## src/sv/assert_macros.svh

```systemverilog
// Assertion macros shared by the key auto-repeat RTL.
// No dependencies; the assertions compile away when SYNTHESIS is defined.
`ifndef ASSERT_MACROS_SVH
`define ASSERT_MACROS_SVH
`ifndef SYNTHESIS
// Property holds at every clock edge outside reset.
`define AKR_ASSERT(lbl, clk, rst, prop, msg) \
   lbl: assert property (@(posedge clk) disable iff (rst) prop) else $error(msg);
// Condition never holds at a clock edge outside reset.
`define AKR_NEVER(lbl, clk, rst, cond, msg) \
   lbl: assert property (@(posedge clk) disable iff (rst) !(cond)) else $error(msg);
`else
`define AKR_ASSERT(lbl, clk, rst, prop, msg)
`define AKR_NEVER(lbl, clk, rst, cond, msg)
`endif
`endif

```

## src/sv/akr_pkg.sv

```systemverilog
// Shared types and constants of the key auto-repeat controller.
// No dependencies; used by every module of the block.
package akr_pkg;

   // request function codes
   localparam logic [1:0] FUNC_PRESS   = 2'd0;
   localparam logic [1:0] FUNC_RELEASE = 2'd1;
   localparam logic [1:0] FUNC_SCAN    = 2'd2;
   localparam logic [1:0] FUNC_CLEAR   = 2'd3;

   // event kinds
   localparam logic [1:0] EV_PRESSED  = 2'd0;
   localparam logic [1:0] EV_REPEATED = 2'd1;
   localparam logic [1:0] EV_RELEASED = 2'd2;

   // register indexes
   localparam logic [1:0] CSR_FIRST_DELAY = 2'd0;
   localparam logic [1:0] CSR_PERIOD      = 2'd1;
   localparam logic [1:0] CSR_MAX_REPEATS = 2'd2;

   localparam logic [15:0] FIRST_DELAY_RESET = 16'd600;
   localparam logic [15:0] PERIOD_RESET      = 16'd150;
   localparam logic [31:0] NO_LIMIT          = 32'hFFFF_FFFF;

   localparam int Q_DEPTH = 2;

   typedef struct packed {
      logic [1:0]  func;
      logic [5:0]  key;
      logic [31:0] now_ms;
   } req_type;

   typedef struct packed {
      logic [1:0] event_kind;
      logic [5:0] event_key;
      logic       last;
   } rsp_type;

   typedef enum logic [1:0] {
      OP_PRESS,
      OP_RELEASE,
      OP_SCAN,
      OP_CLEAR
   } op_type;

   typedef struct packed {
      op_type      op;
      logic [5:0]  key;
      logic [31:0] now_ms;
   } cmd_type;

   typedef struct packed {
      logic [15:0] first_delay;
      logic [15:0] period;
      logic [31:0] max_repeats;
      logic [47:0] limit;
   } cfg_type;

   typedef enum logic [2:0] {
      ST_IDLE     = 3'd0,
      ST_PRESSED  = 3'd1,
      ST_FIRST    = 3'd2,
      ST_REPEAT   = 3'd3,
      ST_RELEASED = 3'd4,
      ST_REL_IDLE = 3'd5
   } status_type;

   typedef enum logic [2:0] {
      B_IDLE,
      B_PRESS,
      B_SCAN,
      B_SCAN_END,
      B_FLUSH
   } back_state_type;

endpackage

```

## src/sv/akr_front.sv

```systemverilog
// Front end: takes requests, drops press/release of invalid keys, encodes ops.
// Depends on akr_pkg.
module akr_front
   import akr_pkg::*;
#(
   parameter int NUM_KEYS = 64
) (
   input  logic    start,
   input  req_type req_item,
   input  logic    q_full,
   output logic    busy,
   output logic    q_push,
   output cmd_type q_cmd
);

   logic accept;
   logic key_ok;

   assign busy   = q_full;
   assign accept = start && !q_full;
   assign key_ok = (req_item.key != 6'd0) && ({1'b0, req_item.key} < 7'(NUM_KEYS));

   always_comb begin
      q_cmd.key    = req_item.key;
      q_cmd.now_ms = req_item.now_ms;
      q_cmd.op     = OP_SCAN;
      q_push       = 1'b0;
      case (req_item.func)
         FUNC_PRESS: begin
            q_cmd.op = OP_PRESS;
            q_push   = accept && key_ok;
         end
         FUNC_RELEASE: begin
            q_cmd.op = OP_RELEASE;
            q_push   = accept && key_ok;
         end
         FUNC_SCAN: begin
            q_cmd.op = OP_SCAN;
            q_push   = accept;
         end
         default: begin
            q_cmd.op = OP_CLEAR;
            q_push   = accept;
         end
      endcase
   end

endmodule

```

## src/sv/akr_queue.sv

```systemverilog
// Short command queue between front and back end.
// Depends on akr_pkg and assert_macros.svh.
`include "assert_macros.svh"
module akr_queue
   import akr_pkg::*;
(
   input  logic    clock,
   input  logic    reset,
   input  logic    push,
   input  cmd_type push_cmd,
   input  logic    pop,
   output cmd_type head,
   output logic    not_empty,
   output logic    full
);

   localparam int PW = (Q_DEPTH > 1) ? $clog2(Q_DEPTH) : 1;
   localparam int CW = $clog2(Q_DEPTH + 1);

   cmd_type        slot_ff [Q_DEPTH];
   logic [PW-1:0]  wr_ptr_ff, wr_ptr_in;
   logic [PW-1:0]  rd_ptr_ff, rd_ptr_in;
   logic [CW-1:0]  count_ff, count_in;

   assign not_empty = (count_ff != '0);
   assign full      = (count_ff == CW'(Q_DEPTH));
   assign head      = slot_ff[rd_ptr_ff];

   always_comb begin
      wr_ptr_in = wr_ptr_ff;
      rd_ptr_in = rd_ptr_ff;
      count_in  = count_ff;
      if (push) begin
         wr_ptr_in = (wr_ptr_ff == PW'(Q_DEPTH - 1)) ? '0 : wr_ptr_ff + 1'b1;
      end
      if (pop) begin
         rd_ptr_in = (rd_ptr_ff == PW'(Q_DEPTH - 1)) ? '0 : rd_ptr_ff + 1'b1;
      end
      if (push && !pop) begin
         count_in = count_ff + 1'b1;
      end else if (pop && !push) begin
         count_in = count_ff - 1'b1;
      end
   end

   always_ff @(posedge clock) begin
      if (reset) begin
         wr_ptr_ff <= '0;
         rd_ptr_ff <= '0;
         count_ff  <= '0;
      end else begin
         wr_ptr_ff <= wr_ptr_in;
         rd_ptr_ff <= rd_ptr_in;
         count_ff  <= count_in;
      end
   end

   always_ff @(posedge clock) begin
      if (push) begin
         slot_ff[wr_ptr_ff] <= push_cmd;
      end
   end

   `AKR_NEVER(a_q_overflow, clock, reset, push && full, "queue push while full")
   `AKR_NEVER(a_q_underflow, clock, reset, pop && !not_empty, "queue pop while empty")

endmodule

```

## src/sv/akr_back.sv

```systemverilog
// Back end: key status/stamp tables, press/release/clear updates, scan walk.
// Depends on akr_pkg and assert_macros.svh.
`include "assert_macros.svh"
module akr_back
   import akr_pkg::*;
#(
   parameter int NUM_KEYS = 64
) (
   input  logic    clock,
   input  logic    reset,
   input  logic    cmd_valid,
   input  cmd_type cmd,
   output logic    cmd_pop,
   input  cfg_type cfg,
   output logic    rsp_strobe,
   output rsp_type rsp_item
);

   localparam int AW = (NUM_KEYS > 2) ? $clog2(NUM_KEYS) : 1;
   localparam logic [AW-1:0] FIRST_KEY = AW'(1);
   localparam logic [AW-1:0] LAST_KEY  = AW'(NUM_KEYS - 1);

   back_state_type state_ff, state_in;

   // tables: status has per-entry valid bits, stamp is only read after a press
   status_type     stat_mem [NUM_KEYS];
   logic [31:0]    stamp_mem [NUM_KEYS];
   logic [NUM_KEYS-1:0] stat_vld_ff, stat_vld_in;
   status_type     stat_rd_ff;
   logic [31:0]    stamp_rd_ff;
   logic           rd_vld_ff;

   logic [AW-1:0]  rd_addr;
   logic           wr_en;
   logic [AW-1:0]  wr_addr;
   status_type     wr_stat;
   logic           wr_stamp_en;
   logic           clear_all;

   logic [AW-1:0]  idx_ff, idx_in;
   logic [AW-1:0]  key_ff, key_in;
   logic [31:0]    now_ff, now_in;
   logic           ex_vld_ff, ex_vld_in;
   logic [AW-1:0]  ex_key_ff, ex_key_in;
   logic           pend_ff, pend_in;
   logic           act_ff, act_in;
   logic           hold_vld_ff, hold_vld_in;
   logic [1:0]     hold_kind_ff, hold_kind_in;
   logic [AW-1:0]  hold_key_ff, hold_key_in;
   logic           rsp_strobe_ff, rsp_strobe_in;
   rsp_type        rsp_item_ff, rsp_item_in;

   status_type     cur_stat;
   logic [31:0]    dt;
   logic           gt_delay, gt_period, over_limit;
   logic           new_ev;
   logic [1:0]     new_kind;

   assign cur_stat   = rd_vld_ff ? stat_rd_ff : ST_IDLE;
   assign dt         = now_ff - stamp_rd_ff;
   assign gt_delay   = dt > {16'd0, cfg.first_delay};
   assign gt_period  = dt > {16'd0, cfg.period};
   assign over_limit = (cfg.max_repeats != NO_LIMIT) && ({16'd0, dt} > cfg.limit);

   assign rsp_strobe = rsp_strobe_ff;
   assign rsp_item   = rsp_item_ff;

   // next state
   always_comb begin
      state_in = state_ff;
      case (state_ff)
         B_IDLE: begin
            if (cmd_valid) begin
               if (cmd.op == OP_PRESS) begin
                  state_in = B_PRESS;
               end else if (cmd.op == OP_SCAN && pend_ff) begin
                  state_in = B_SCAN;
               end
            end
         end
         B_PRESS:    state_in = B_IDLE;
         B_SCAN: begin
            if (idx_ff == LAST_KEY) begin
               state_in = B_SCAN_END;
            end
         end
         B_SCAN_END: state_in = B_FLUSH;
         B_FLUSH:    state_in = B_IDLE;
         default:    state_in = B_IDLE;
      endcase
   end

   // outputs and datapath
   always_comb begin
      cmd_pop       = 1'b0;
      rd_addr       = idx_ff;
      wr_en         = 1'b0;
      wr_addr       = ex_key_ff;
      wr_stat       = ST_IDLE;
      wr_stamp_en   = 1'b0;
      clear_all     = 1'b0;
      idx_in        = idx_ff;
      key_in        = key_ff;
      now_in        = now_ff;
      ex_vld_in     = 1'b0;
      ex_key_in     = idx_ff;
      pend_in       = pend_ff;
      act_in        = act_ff;
      hold_vld_in   = hold_vld_ff;
      hold_kind_in  = hold_kind_ff;
      hold_key_in   = hold_key_ff;
      rsp_strobe_in = 1'b0;
      rsp_item_in.event_kind = hold_kind_ff;
      rsp_item_in.event_key  = 6'(hold_key_ff);
      rsp_item_in.last       = 1'b0;
      new_ev        = 1'b0;
      new_kind      = EV_PRESSED;

      case (state_ff)
         B_IDLE: begin
            if (cmd_valid) begin
               cmd_pop = 1'b1;
               case (cmd.op)
                  OP_PRESS: begin
                     rd_addr = cmd.key[AW-1:0];
                     key_in  = cmd.key[AW-1:0];
                     now_in  = cmd.now_ms;
                  end
                  OP_RELEASE: begin
                     wr_en   = 1'b1;
                     wr_addr = cmd.key[AW-1:0];
                     wr_stat = ST_RELEASED;
                     pend_in = 1'b1;
                  end
                  OP_SCAN: begin
                     idx_in = FIRST_KEY;
                     now_in = cmd.now_ms;
                     act_in = 1'b0;
                  end
                  default: begin
                     clear_all = 1'b1;
                     pend_in   = 1'b0;
                  end
               endcase
            end
         end
         B_PRESS: begin
            pend_in = 1'b1;
            wr_addr = key_ff;
            if (cur_stat != ST_FIRST && cur_stat != ST_REPEAT) begin
               wr_en       = 1'b1;
               wr_stat     = ST_PRESSED;
               wr_stamp_en = 1'b1;
            end
         end
         B_SCAN: begin
            rd_addr   = idx_ff;
            ex_vld_in = 1'b1;
            ex_key_in = idx_ff;
            idx_in    = idx_ff + 1'b1;
         end
         B_FLUSH: begin
            pend_in = act_ff;
            if (hold_vld_ff) begin
               rsp_strobe_in    = 1'b1;
               rsp_item_in.last = 1'b1;
               hold_vld_in      = 1'b0;
            end
         end
         default: begin
         end
      endcase

      // scan execute stage: one key per cycle, read data already registered
      if (ex_vld_ff) begin
         wr_addr = ex_key_ff;
         case (cur_stat)
            ST_PRESSED: begin
               new_ev   = 1'b1;
               new_kind = EV_PRESSED;
               wr_en    = 1'b1;
               wr_stat  = ST_FIRST;
               act_in   = 1'b1;
            end
            ST_FIRST: begin
               act_in = 1'b1;
               if (gt_delay) begin
                  new_ev      = 1'b1;
                  new_kind    = EV_REPEATED;
                  wr_en       = 1'b1;
                  wr_stat     = ST_REPEAT;
                  wr_stamp_en = 1'b1;
               end
            end
            ST_REPEAT: begin
               act_in = 1'b1;
               if (gt_period) begin
                  new_ev      = 1'b1;
                  wr_stamp_en = 1'b1;
                  if (over_limit) begin
                     new_kind = EV_RELEASED;
                     wr_en    = 1'b1;
                     wr_stat  = ST_REL_IDLE;
                  end else begin
                     new_kind = EV_REPEATED;
                  end
               end
            end
            ST_RELEASED: begin
               new_ev   = 1'b1;
               new_kind = EV_RELEASED;
               wr_en    = 1'b1;
               wr_stat  = ST_REL_IDLE;
               act_in   = 1'b1;
            end
            ST_REL_IDLE: begin
               wr_en   = 1'b1;
               wr_stat = ST_IDLE;
            end
            default: begin
            end
         endcase
      end

      // one-event hold so the final event of a scan can carry last
      if (new_ev) begin
         if (hold_vld_ff) begin
            rsp_strobe_in = 1'b1;
         end
         hold_vld_in  = 1'b1;
         hold_kind_in = new_kind;
         hold_key_in  = ex_key_ff;
      end
   end

   always_ff @(posedge clock) begin
      if (reset) begin
         state_ff      <= B_IDLE;
         ex_vld_ff     <= 1'b0;
         pend_ff       <= 1'b0;
         hold_vld_ff   <= 1'b0;
         rsp_strobe_ff <= 1'b0;
         stat_vld_ff   <= '0;
      end else begin
         state_ff      <= state_in;
         ex_vld_ff     <= ex_vld_in;
         pend_ff       <= pend_in;
         hold_vld_ff   <= hold_vld_in;
         rsp_strobe_ff <= rsp_strobe_in;
         stat_vld_ff   <= stat_vld_in;
      end
   end

   always_comb begin
      stat_vld_in = stat_vld_ff;
      if (clear_all) begin
         stat_vld_in = '0;
      end else if (wr_en) begin
         stat_vld_in[wr_addr] = 1'b1;
      end
   end

   always_ff @(posedge clock) begin
      idx_ff       <= idx_in;
      key_ff       <= key_in;
      now_ff       <= now_in;
      ex_key_ff    <= ex_key_in;
      act_ff       <= act_in;
      hold_kind_ff <= hold_kind_in;
      hold_key_ff  <= hold_key_in;
      rsp_item_ff  <= rsp_item_in;
   end

   // table memories: one write and one registered read per cycle
   always_ff @(posedge clock) begin
      if (wr_en) begin
         stat_mem[wr_addr] <= wr_stat;
      end
      if (wr_stamp_en) begin
         stamp_mem[wr_addr] <= now_ff;
      end
      stat_rd_ff  <= stat_mem[rd_addr];
      stamp_rd_ff <= stamp_mem[rd_addr];
      rd_vld_ff   <= stat_vld_ff[rd_addr];
   end

   `AKR_ASSERT(a_flush_no_ex, clock, reset, (state_ff == B_FLUSH) |-> !ex_vld_ff, "key in flight at flush")
   `AKR_ASSERT(a_idle_no_hold, clock, reset, (state_ff == B_IDLE) |-> !hold_vld_ff, "event held while idle")
   `AKR_ASSERT(a_last_gap, clock, reset, (rsp_strobe_ff && rsp_item_ff.last) |=> !rsp_strobe_ff, "event right after last")

endmodule

```

## src/sv/key_autorepeat_controller.sv

```systemverilog
// Top level of the key auto-repeat (typematic) controller.
// Depends on akr_pkg, akr_front, akr_queue and akr_back.
//
// Requests enter on start/busy and land in a two-entry queue; a back end
// drains it one request at a time. A press is taken in B_IDLE and written
// in B_PRESS; release and clear are done as B_IDLE takes them. A scan with
// work pending is taken in B_IDLE, walks one key entry per cycle for keys 1
// to NUM_KEYS-1 in B_SCAN through the status/stamp memory read port, then
// finishes the last key in B_SCAN_END and emits the final event in B_FLUSH;
// a scan with nothing pending is only taken in B_IDLE. Events leave on
// rsp_strobe/rsp_item, at most one per cycle, one held event behind the walk
// so that the last event of a scan can carry the last flag. The receiver
// cannot stall, so every strobe is a delivered event. busy is high only
// while the queue is full. Configuration writes are registered, and the
// repeat limit product (period times max repeats) is registered from them.
module key_autorepeat_controller
   import akr_pkg::*;
#(
   parameter int NUM_KEYS = 64
) (
   input  logic        clock,
   input  logic        reset,
   // request channel
   input  logic        start,
   output logic        busy,
   input  req_type     req_item,
   // event channel
   output logic        rsp_strobe,
   output rsp_type     rsp_item,
   // configuration
   input  logic        csr_we,
   input  logic [1:0]  csr_index,
   input  logic [31:0] csr_wdata
);

   logic        q_full;
   logic        q_push;
   cmd_type     q_cmd;
   cmd_type     q_head;
   logic        q_not_empty;
   logic        q_pop;

   logic [15:0] first_delay_ff;
   logic [15:0] period_ff;
   logic [31:0] max_repeats_ff;
   logic [47:0] limit_ff, limit_in;
   cfg_type     cfg;

   // configuration registers; an index past the list is ignored
   always_ff @(posedge clock) begin
      if (reset) begin
         first_delay_ff <= FIRST_DELAY_RESET;
         period_ff      <= PERIOD_RESET;
         max_repeats_ff <= NO_LIMIT;
      end else if (csr_we) begin
         case (csr_index)
            CSR_FIRST_DELAY: first_delay_ff <= csr_wdata[15:0];
            CSR_PERIOD:      period_ff      <= csr_wdata[15:0];
            CSR_MAX_REPEATS: max_repeats_ff <= csr_wdata;
            default: begin
            end
         endcase
      end
   end

   // forced-release threshold, 16x32 product, registered
   assign limit_in = {32'd0, period_ff} * {16'd0, max_repeats_ff};

   always_ff @(posedge clock) begin
      limit_ff <= limit_in;
   end

   assign cfg.first_delay = first_delay_ff;
   assign cfg.period      = period_ff;
   assign cfg.max_repeats = max_repeats_ff;
   assign cfg.limit       = limit_ff;

   // front: accept and classify requests
   akr_front #(
      .NUM_KEYS (NUM_KEYS)
   ) u_front (
      .start    (start),
      .req_item (req_item),
      .q_full   (q_full),
      .busy     (busy),
      .q_push   (q_push),
      .q_cmd    (q_cmd)
   );

   // queue decouples acceptance from table work
   akr_queue u_queue (
      .clock     (clock),
      .reset     (reset),
      .push      (q_push),
      .push_cmd  (q_cmd),
      .pop       (q_pop),
      .head      (q_head),
      .not_empty (q_not_empty),
      .full      (q_full)
   );

   // back: key tables and scan walk
   akr_back #(
      .NUM_KEYS (NUM_KEYS)
   ) u_back (
      .clock      (clock),
      .reset      (reset),
      .cmd_valid  (q_not_empty),
      .cmd        (q_head),
      .cmd_pop    (q_pop),
      .cfg        (cfg),
      .rsp_strobe (rsp_strobe),
      .rsp_item   (rsp_item)
   );

endmodule

```

## config.mk

```make
export PLATFORM = sky130hd
export DESIGN_NAME = key_autorepeat_controller
export DESIGN_NICKNAME = d
export VERILOG_FILES = /design/src/sv/akr_pkg.sv /design/src/sv/akr_front.sv /design/src/sv/akr_queue.sv /design/src/sv/akr_back.sv /design/src/sv/key_autorepeat_controller.sv
export VERILOG_INCLUDE_DIRS = /design/src /design/src/sv
export SDC_FILE = /design/constraint.sdc
export NUM_CORES = 2
export LEC_CHECK = 0
export BUFFER_PORTS_ARGS = -buffer_cell sky130_fd_sc_hd__buf_2
export CAP_MARGIN = 20
export CORE_MARGIN = 4
export CORE_UTILIZATION = 50
export CTS_CLUSTER_DIAMETER = 50
export DETAILED_ROUTE_END_ITERATION = 6
export PLACE_DENSITY = 0.65
export RECOVER_POWER = 50
export SLEW_MARGIN = 20
export SYNTH_ARGS = -nofsm -noshare
export SYNTH_HDL_FRONTEND = slang
export SYNTH_SLANG_ARGS = --single-unit
```

## constraint.sdc

```tcl
create_clock -name clock -period 13.9 [get_ports clock]
set_clock_uncertainty 0.15 [all_clocks]
set_input_delay 2.085 -clock clock [delete_from_list [all_inputs] [get_ports clock]]
set_output_delay 2.085 -clock clock [all_outputs]
set_load 0.1 [all_outputs]
```

### After elaboration in Yosys (flattened, before gate mapping)

Memories as Yosys holds them, arrays and structs flattened. A register that Yosys moved wholly into a read port is not among the register bits.
Cells that the tools add are included.
Widths: inputs -> output; s select.

| storage, ports and cells | value |
|---|---|
| register bits after elaboration | 256 |
| memory bits (writable) | 2,320 |
| output and inout port bits | 11 |
| word-level logic and storage cells | 187 |
| memories kept | 3 |

Memories:

| memory | depth | width | rd ports | clocked after Yosys merged registers in | wr ports | line | RTL |
|---|---|---|---|---|---|---|---|
| u_back.stamp_mem | 64 | 32 | 1 | 1 | 1 | akr_back.sv:27 | `logic [31:0] stamp_mem [NUM_KEYS];` |
| u_back.stat_mem | 64 | 3 | 1 | 1 | 1 | akr_back.sv:26 | `status_type stat_mem [NUM_KEYS];` |
| u_queue.slot_ff | 2 | 40 | 1 | 1 | 1 | akr_queue.sv:20 | `cmd_type slot_ff [Q_DEPTH];` |

| cells by class | value |
|---|---|
| $add $sub $neg | 6 |
| multipliers | 1 |
| order comparisons | 6 |
| eq/ne operators | 25 |
| muxes and demuxes | 85 |
| bitwise operators | 1 |
| reduce and logical (&&, ||, !) cells | 36 |

Operators with widths:

| kind | count |
|---|---|
| $gt 32x16->1 | 2 |
| $or 64x64->64 | 1 |
| $gt 32x48->1 | 1 |
| $mul 16x32->48 | 1 |
| $mux 6 | 8 |
| $mux 1 | 47 |
| $mux 3 | 11 |
| $ne 32x32->1 const B | 1 |
| $sub 32x32->32 | 1 |
| $pmux 6 s2 | 2 |
| $pmux 3 s5 | 1 |
| $reduce_and 3->1 | 5 |
| $lt 6x7->1 const B | 2 |
| $eq 3x2->1 const B | 4 |
| $pmux 2 s3 | 2 |
| $eq 3x3->1 const B | 3 |
| $pmux 1 s3 | 3 |
| $pmux 3 s3 | 1 |
| $eq 2x2->1 const B | 4 |
| $logic_and 1x1->1 | 8 |
| $mux 2 | 4 |
| $reduce_bool 2->1 | 4 |
| $reduce_or 2->1 | 4 |
| $add 6x1->6 const B | 1 |
| 23 further kinds | 39 |

### Depth between registers and ports, before layout

| depth | value |
|---|---|
| depth in word-level cells | 11 |
| gate-level depth with buffers | 26 |
| mapped depth without buffers | 25 |

### Modules after synthesis

Synthesis repeated with hierarchy kept, for this count alone.

| unflattened totals | value |
|---|---|
| cells, all modules | 10,507 |
| area, all modules | 122,233.5 um2 |

Modules (own cells, without submodules):

| module | times used | cells each | area an instance (um2) | sequential area each (um2) |
|---|---|---|---|---|
| akr_back | 1 | 8,073 | 99,160.1 | 71,288.4 |
| key_autorepeat_controller | 1 | 2,243 | 19,661.4 | 2,242.2 |
| akr_queue | 1 | 146 | 3,083.0 | 2,502.4 |
| akr_front | 1 | 45 | 329.1 | 0.0 |

### Worst setup path after synthesis

Ideal clock, no wire load.

| path | value |
|---|---|
| path kind | register to register |
| start point | register u_back.now_ff[1] |
| end point | memory u_back.stamp_mem[34][0] (enable) |
| library setup time | 0.461 ns |
| arrival | 6.809 ns |
| data required time | 13.289 ns |
| slack | 6.480 ns |
| stages on the path, launching flop included | 21 |
| buffers on the path | 1 |
| cell sequence | edfxtp_1 > ha_1 > nor2b_1 > o31a_1 > o221a_2 > o21a_1 > nor2b_1 > xnor2_1 > ha_1 > a21o_1 > a21o_1 > a21oi_1 > or3_1 > a21oi_1 > a21oi_1 > o2111ai_1 > nor4_4 > nor2_1 > o21ai_2 > buf_4 > nor3_1 |

| between the ends | value |
|---|---|
| word-level cells in the longest chain between the ends | 7 |
| elaborated cells between the ends (all ways) | 9 |
| classes of those cells | add/sub: 1; order compare: 2; mux: 6 |

Ends and longest elaborated chain:

| what | line | RTL |
|---|---|---|
| start, declared | akr_back.sv:42 | `logic [31:0] now_ff, now_in;` |
| start signal, assigned | akr_back.sv:266 | `now_ff <= now_in;` |
| $sub 32x32->32 * | akr_back.sv:60 | `assign dt = now_ff - stamp_rd_ff;` |
| $gt 32x16->1 (on tied branches) | akr_back.sv:62, akr_back.sv:61 |  |
| $mux 1 (on tied branches) | akr_back.sv:197, akr_back.sv:187 |  |
| $pmux 1 s2 * | akr_back.sv:177 | `case (cur_stat)` |
| $mux 1 * | akr_back.sv:175 | `if (ex_vld_ff) begin` |
| $mux 1 * | akr_back.sv:279 | `if (wr_stamp_en) begin` |
| $mux 1 (implied by the code) * | akr_back.sv:280 | `stamp_mem[wr_addr] <= now_ff;` |
| end, declared | akr_back.sv:27 |  |

Mark *: on every way between the ends. The rest lies on a longest branch, timed or not.

### Final worst setup path

| path | value |
|---|---|
| start point | register u_back.now_ff[9] |
| end point | memory u_back.stat_mem[20][0] in the netlist's numbering (enable) |

| between the ends | value |
|---|---|
| word-level cells in the longest chain between the ends | 9 |
| elaborated cells between the ends (all ways) | 12 |
| classes of those cells | add/sub: 1; order compare: 3; mux: 7; reduce/logical: 1 |

Ends and longest elaborated chain:

| what | line | RTL |
|---|---|---|
| $sub 32x32->32 * | akr_back.sv:60 |  |
| $gt 32x48->1 | akr_back.sv:63 | `assign over_limit = (cfg.max_repeats != NO_LIMIT) && ({16'd0, dt} > cfg.limit);` |
| $logic_and 1x1->1 | akr_back.sv:63 |  |
| $mux 1 | akr_back.sv:200 | `if (over_limit) begin` |
| $mux 1 | akr_back.sv:197 | `if (gt_period) begin` |
| $pmux 1 s3 * | akr_back.sv:177 |  |
| $mux 1 * | akr_back.sv:175 |  |
| $mux 1 * | akr_back.sv:276 | `if (wr_en) begin` |
| $mux 1 (implied by the code) * | akr_back.sv:277 | `stat_mem[wr_addr] <= wr_stat;` |
| end, declared | akr_back.sv:26 |  |

Marks and branches as above.

==> results by group <==
CTS
  – Post-CTS resize count: 0
  – CTS H-tree lvls: 5
  – Cts bufs inserted: 284
  – Total setup buffers inserted after CTS: 0
  – Clk pin slew, worst setup/hold paths: 0.06 ns
  – Number of sinks handled by clock tree synthesis: 2612
  – Number of hold buffers added after cts: 0
  – Deepest clock path buffer count: 4
  – Master cell of the clock root buffer: sky130_fd_sc_hd__clkbuf_16
  – Source-to-sink clock delay at the later pin of the worst-skew pair: between 0.9 and 1 ns
  – CTS tree: built

Die
  – Placement Rows: 179
  – Die outline width: about 500 um
  – Total Die Area: 246000 um^2
  – Initial Util: 0.502
  – Area of the core: 238000 um^2
  – Top-level I/O count: 89
  – Die height: 496 um

Worst hold path
  – Worst Hold Path Cells: 0
  – Type of the worst min-delay path: reg2reg

Logic synthesis
  – Part of the Yosys area used for sequential elements: 0.637
  – Yosys reg bits: between 2000 and 3000
  – Number of nets produced by synthesis: between 8000 and 9000
  – Post-Syn Area: 119000 um^2
  – Count of different cell masters after synthesis: 85
  – Synth warn: 0
  – Count of flip-flops with a built-in enable after synthesis: 2372
  – Post-Syn Instances: about 7300
  – Post-synth ARST share: 0
  – Mean instance size in the synthesized netlist: ~16 um^2
  – Commonest register cell after synthesis: sky130_fd_sc_hd__edfxtp_1

Global route
  – Sum of overflow across all layers after global routing: 0
  – Number of global-route vias before repair: roughly 67000
  – Global-route total usage across every layer: 0.252
  – Pin count of the biggest net entering global routing: 122
  – First-pass GRT wire length: 455 mm
  – Antenna violations before repair: 12

Flow run
  – Number of maximum-capacitance constraint violations: approximately 40

Worst setup path
  – Worst-path fanout max: 93
  – Max stage delay on crit path: 2.71 ns
  – Reg-to-reg slack, setup: between 3 and 4 ns
  – CP endpoint kind: register
  – Critical Path Source Type: register
  – Data arrival time of the critical path: 10.95 ns
  – Startpoint-to-endpoint class of the critical path: reg2reg
  – Cell with the biggest individual delay on the critical path: sky130_fd_sc_hd__clkbuf_1
  – Worst Reg-to-Reg Cells: 17
  – Crit-path cells: clkbuf_1, ha_1, a21oi_1, o21ai_0, a211oi_1, o21a_1, o31a_1, xnor2_1, ha_1, nand4_1, nor4_1, a21oi_1, a2111oi_0, a21oi_4, buf_4, buf_4, nor4_1
  – Data required, critical path: 14.28 ns

Routing
  – First drt pass iteration count: 5
  – Post-detailed-route DRC marker count: 0
  – ANT nets after route: 0
  – DR vias: 65800
  – Detailed-route vias per instance: 6.07
  – Per-cell routed wire length: 28.4 um
  – Violation count after the first detailed-route iteration: 6579
  – Total wirelength of the detailed-routed design: 308 mm

Place
  – DPL Wire Length: 181 mm
  – Place WS: 5.53 ns
  – # port buffers: 88
  – Final GP Congestion: 0.891

Layout
  – Net count of the finished layout: 8187
  – Most frequent standard cell in the layout excluding fill and tap cells: sky130_fd_sc_hd__edfxtp_1
  – Synthesis-to-finish area growth: 10.8%
  – Commonest cells after routing, fill and taps aside: sky130_fd_sc_hd__edfxtp_1, sky130_fd_sc_hd__nand2_1, sky130_fd_sc_hd__inv_1
  – Number of fill cells in the layout: approximately 18000
  – Fraction of final layout cells with drive strength greater than 1: 0.166

Timing
  – Number of failing setup endpoints in the final timing report: 0
  – RSZ-0062 raised after global routing: no
  – F_max: 94.7 MHz
  – Max-slew headroom at the worst pin: -1.66
  – Final number of max-transition violations: 2529
  – Setup TNS Final: 0 ns
  – Portion of the clock cycle consumed by the worst path in the final layout: 0.760
  – Min cycle time layout: 10.56 ns
  – Crit path setup slack, layout: 3.34 ns
  – Final Hold Viols: 0
  – Tightest Pin Transition: 3.99 ns

Status
  – Status: complete, but fails checks
  – Failing checks: max-capacitance violations, max-slew violations

Power
  – Total leakage power: 0.0456 uW
  – Total design power: 29400 uW
  – Cell Pwr Density: ~220 nW/um^2
  – Worst ir drop on vdd: 329 uV
==> synthesized netlist by cell type, types with 5 or more instances <==
master                     number  area (um^2)
sky130_fd_sc_hd__xor2_1        31          272
sky130_fd_sc_hd__a211oi_1     265         1990
sky130_fd_sc_hd__o21bai_1      14          105
sky130_fd_sc_hd__buf_1         13         48.8
sky130_fd_sc_hd__xnor2_1       49          429
sky130_fd_sc_hd__buf_4         18          135
sky130_fd_sc_hd__mux4_2       576        13000
sky130_fd_sc_hd__a21oi_1      269         1350
sky130_fd_sc_hd__and3_1        14         87.6
sky130_fd_sc_hd__o21ai_1       10         50.1
sky130_fd_sc_hd__mux2_2        35          394
sky130_fd_sc_hd__buf_6         12          135
sky130_fd_sc_hd__o31ai_1       62          465
sky130_fd_sc_hd__a211o_1       17          149
sky130_fd_sc_hd__o211ai_1       9         67.6
sky130_fd_sc_hd__nand3_1       20          100
sky130_fd_sc_hd__a22o_1         6         52.6
sky130_fd_sc_hd__edfxtp_1    2372        71200
sky130_fd_sc_hd__nor3_1       132          661
sky130_fd_sc_hd__nand2b_1      13         81.3
sky130_fd_sc_hd__nor2b_1      163         1020
sky130_fd_sc_hd__nor2_1        89          334
sky130_fd_sc_hd__buf_2        138          691
sky130_fd_sc_hd__a21oi_2        5         43.8
sky130_fd_sc_hd__dfxtp_1      240         4800
sky130_fd_sc_hd__o21ai_0       62          310
sky130_fd_sc_hd__nor4_1        33          206
sky130_fd_sc_hd__o21a_1        19          143
sky130_fd_sc_hd__a21o_1        45          338
sky130_fd_sc_hd__and2_1       169         1060
sky130_fd_sc_hd__a22oi_1        7         52.6
sky130_fd_sc_hd__inv_1        602         2260
sky130_fd_sc_hd__nand3b_1      34          255
sky130_fd_sc_hd__nand2_1      616         2310
sky130_fd_sc_hd__or3_1         15         93.8
sky130_fd_sc_hd__a31oi_1       12         75.1
sky130_fd_sc_hd__clkbuf_1     258          968
sky130_fd_sc_hd__and4_1         7         61.3
sky130_fd_sc_hd__nand4_1       31          194
sky130_fd_sc_hd__fa_1         419         8390
sky130_fd_sc_hd__ha_1         217         2720
sky130_fd_sc_hd__mux2i_1      151         1510
==> routing by layer <==
metal	part of all wire	vias to the layer above	track usage
met2	0.48	2897	0.404
met5	0.000042	-	0
met3	0.084	545	0.0477
met1	0.40	34500	0.353
li1	-	27900	-
met4	0.037	2	0.0834
==> state kept, by name (all words and copies together), names as in the netlist, 2 cells and up, named ones only <==
name	cells
u_back.rsp_item	9
first_delay_ff	16
u_back.stamp_rd_ff	32
u_back.stat_vld_ff	64
period_ff	16
u_back.now_ff	32
u_queue.count_ff	2
u_back.stat_rd_ff	3
u_back.stat_mem	192
u_back.hold_key_ff	6
u_back.stamp_mem	2048
u_back.ex_key_in	6
max_repeats_ff	32
u_back.hold_kind_ff	2
u_back.state_ff	3
limit_ff	48
u_back.ex_key_ff	6
u_back.key_ff	6
u_queue.slot_ff	80
==> worst max-delay path, delay by kind of cell, from the launching register on <==
| kind | cells | cell delay [ns] |
|---|---|---|
| buf+inv | 3 | 3.47 |
| simple gates | 3 | 1.74 |
| xor+xnor | 1 | 0.14 |
| flops | 1 | 0.32 |
| fa+ha+maj | 2 | 1.02 |
| compound gates | 8 | 3.21 |
==> cells by family after synthesis <==
kind of cell | count (synthesis) | synth area share
buffers and inverters | 1041 | 0.0355
AO/OA/AOI/OAI | 846 | 0.0473
multiplexers | 762 | 0.125
AND/OR/NAND/NOR | 1363 | 0.0562
flip-flops | 2612 | 0.637
XOR/XNOR | 80 | 0.00587
adder cells (fa/ha/maj) | 636 | 0.0931
==> where the power goes <==
part	leakage (uW)	total (uW)	internal, uW	switching, uW
Clock	0.00424	7140	4150	2990
Sequential	0.0232	9740	9610	134
Combinational	0.0181	12500	4600	7930
Total	0.0456	29400	18400	11000
==> through the flow <==
step | std cells | hold WS, ns | area [um^2] | util
final | 10800 | 0.193 | 132000 | 0.556
after global routing | 10800 | 0.200 | 132000 | 0.556
after global placement | 10400 | 0.187 | 124000 | 0.521
after floorplan | 7340 | 0.173 | 119000 | -
after detailed placement | 10400 | 0.179 | 124000 | 0.521
after CTS | 10800 | 0.193 | 133000 | 0.558
==> worst paths after layout <==
kind / start / endpoint
setup / recovery: u_back.now_ff[9] / u_back.stat_mem[20][0]
hold / removal: u_back.hold_kind_ff[1] / u_back.rsp_item[8]
setup reg to reg: u_back.now_ff[9] / u_back.stat_mem[20][0]
hold reg to reg: u_back.hold_kind_ff[1] / u_back.rsp_item[8]
==> layout make-up <==
type                       count  area (um^2)  share of cell area
multi-input combinational   3687        39500               0.298
clock inverter               128         1120             0.00849
sequential                  2612        76000               0.575
inverter                     602         2260              0.0171
timing repair buffer         286         1830              0.0139
tap                         3167         3960              0.0300
clock buffer                 356         7550              0.0571
antenna                        3         7.51           0.0000568
Power figures use the tool's default switching activity.
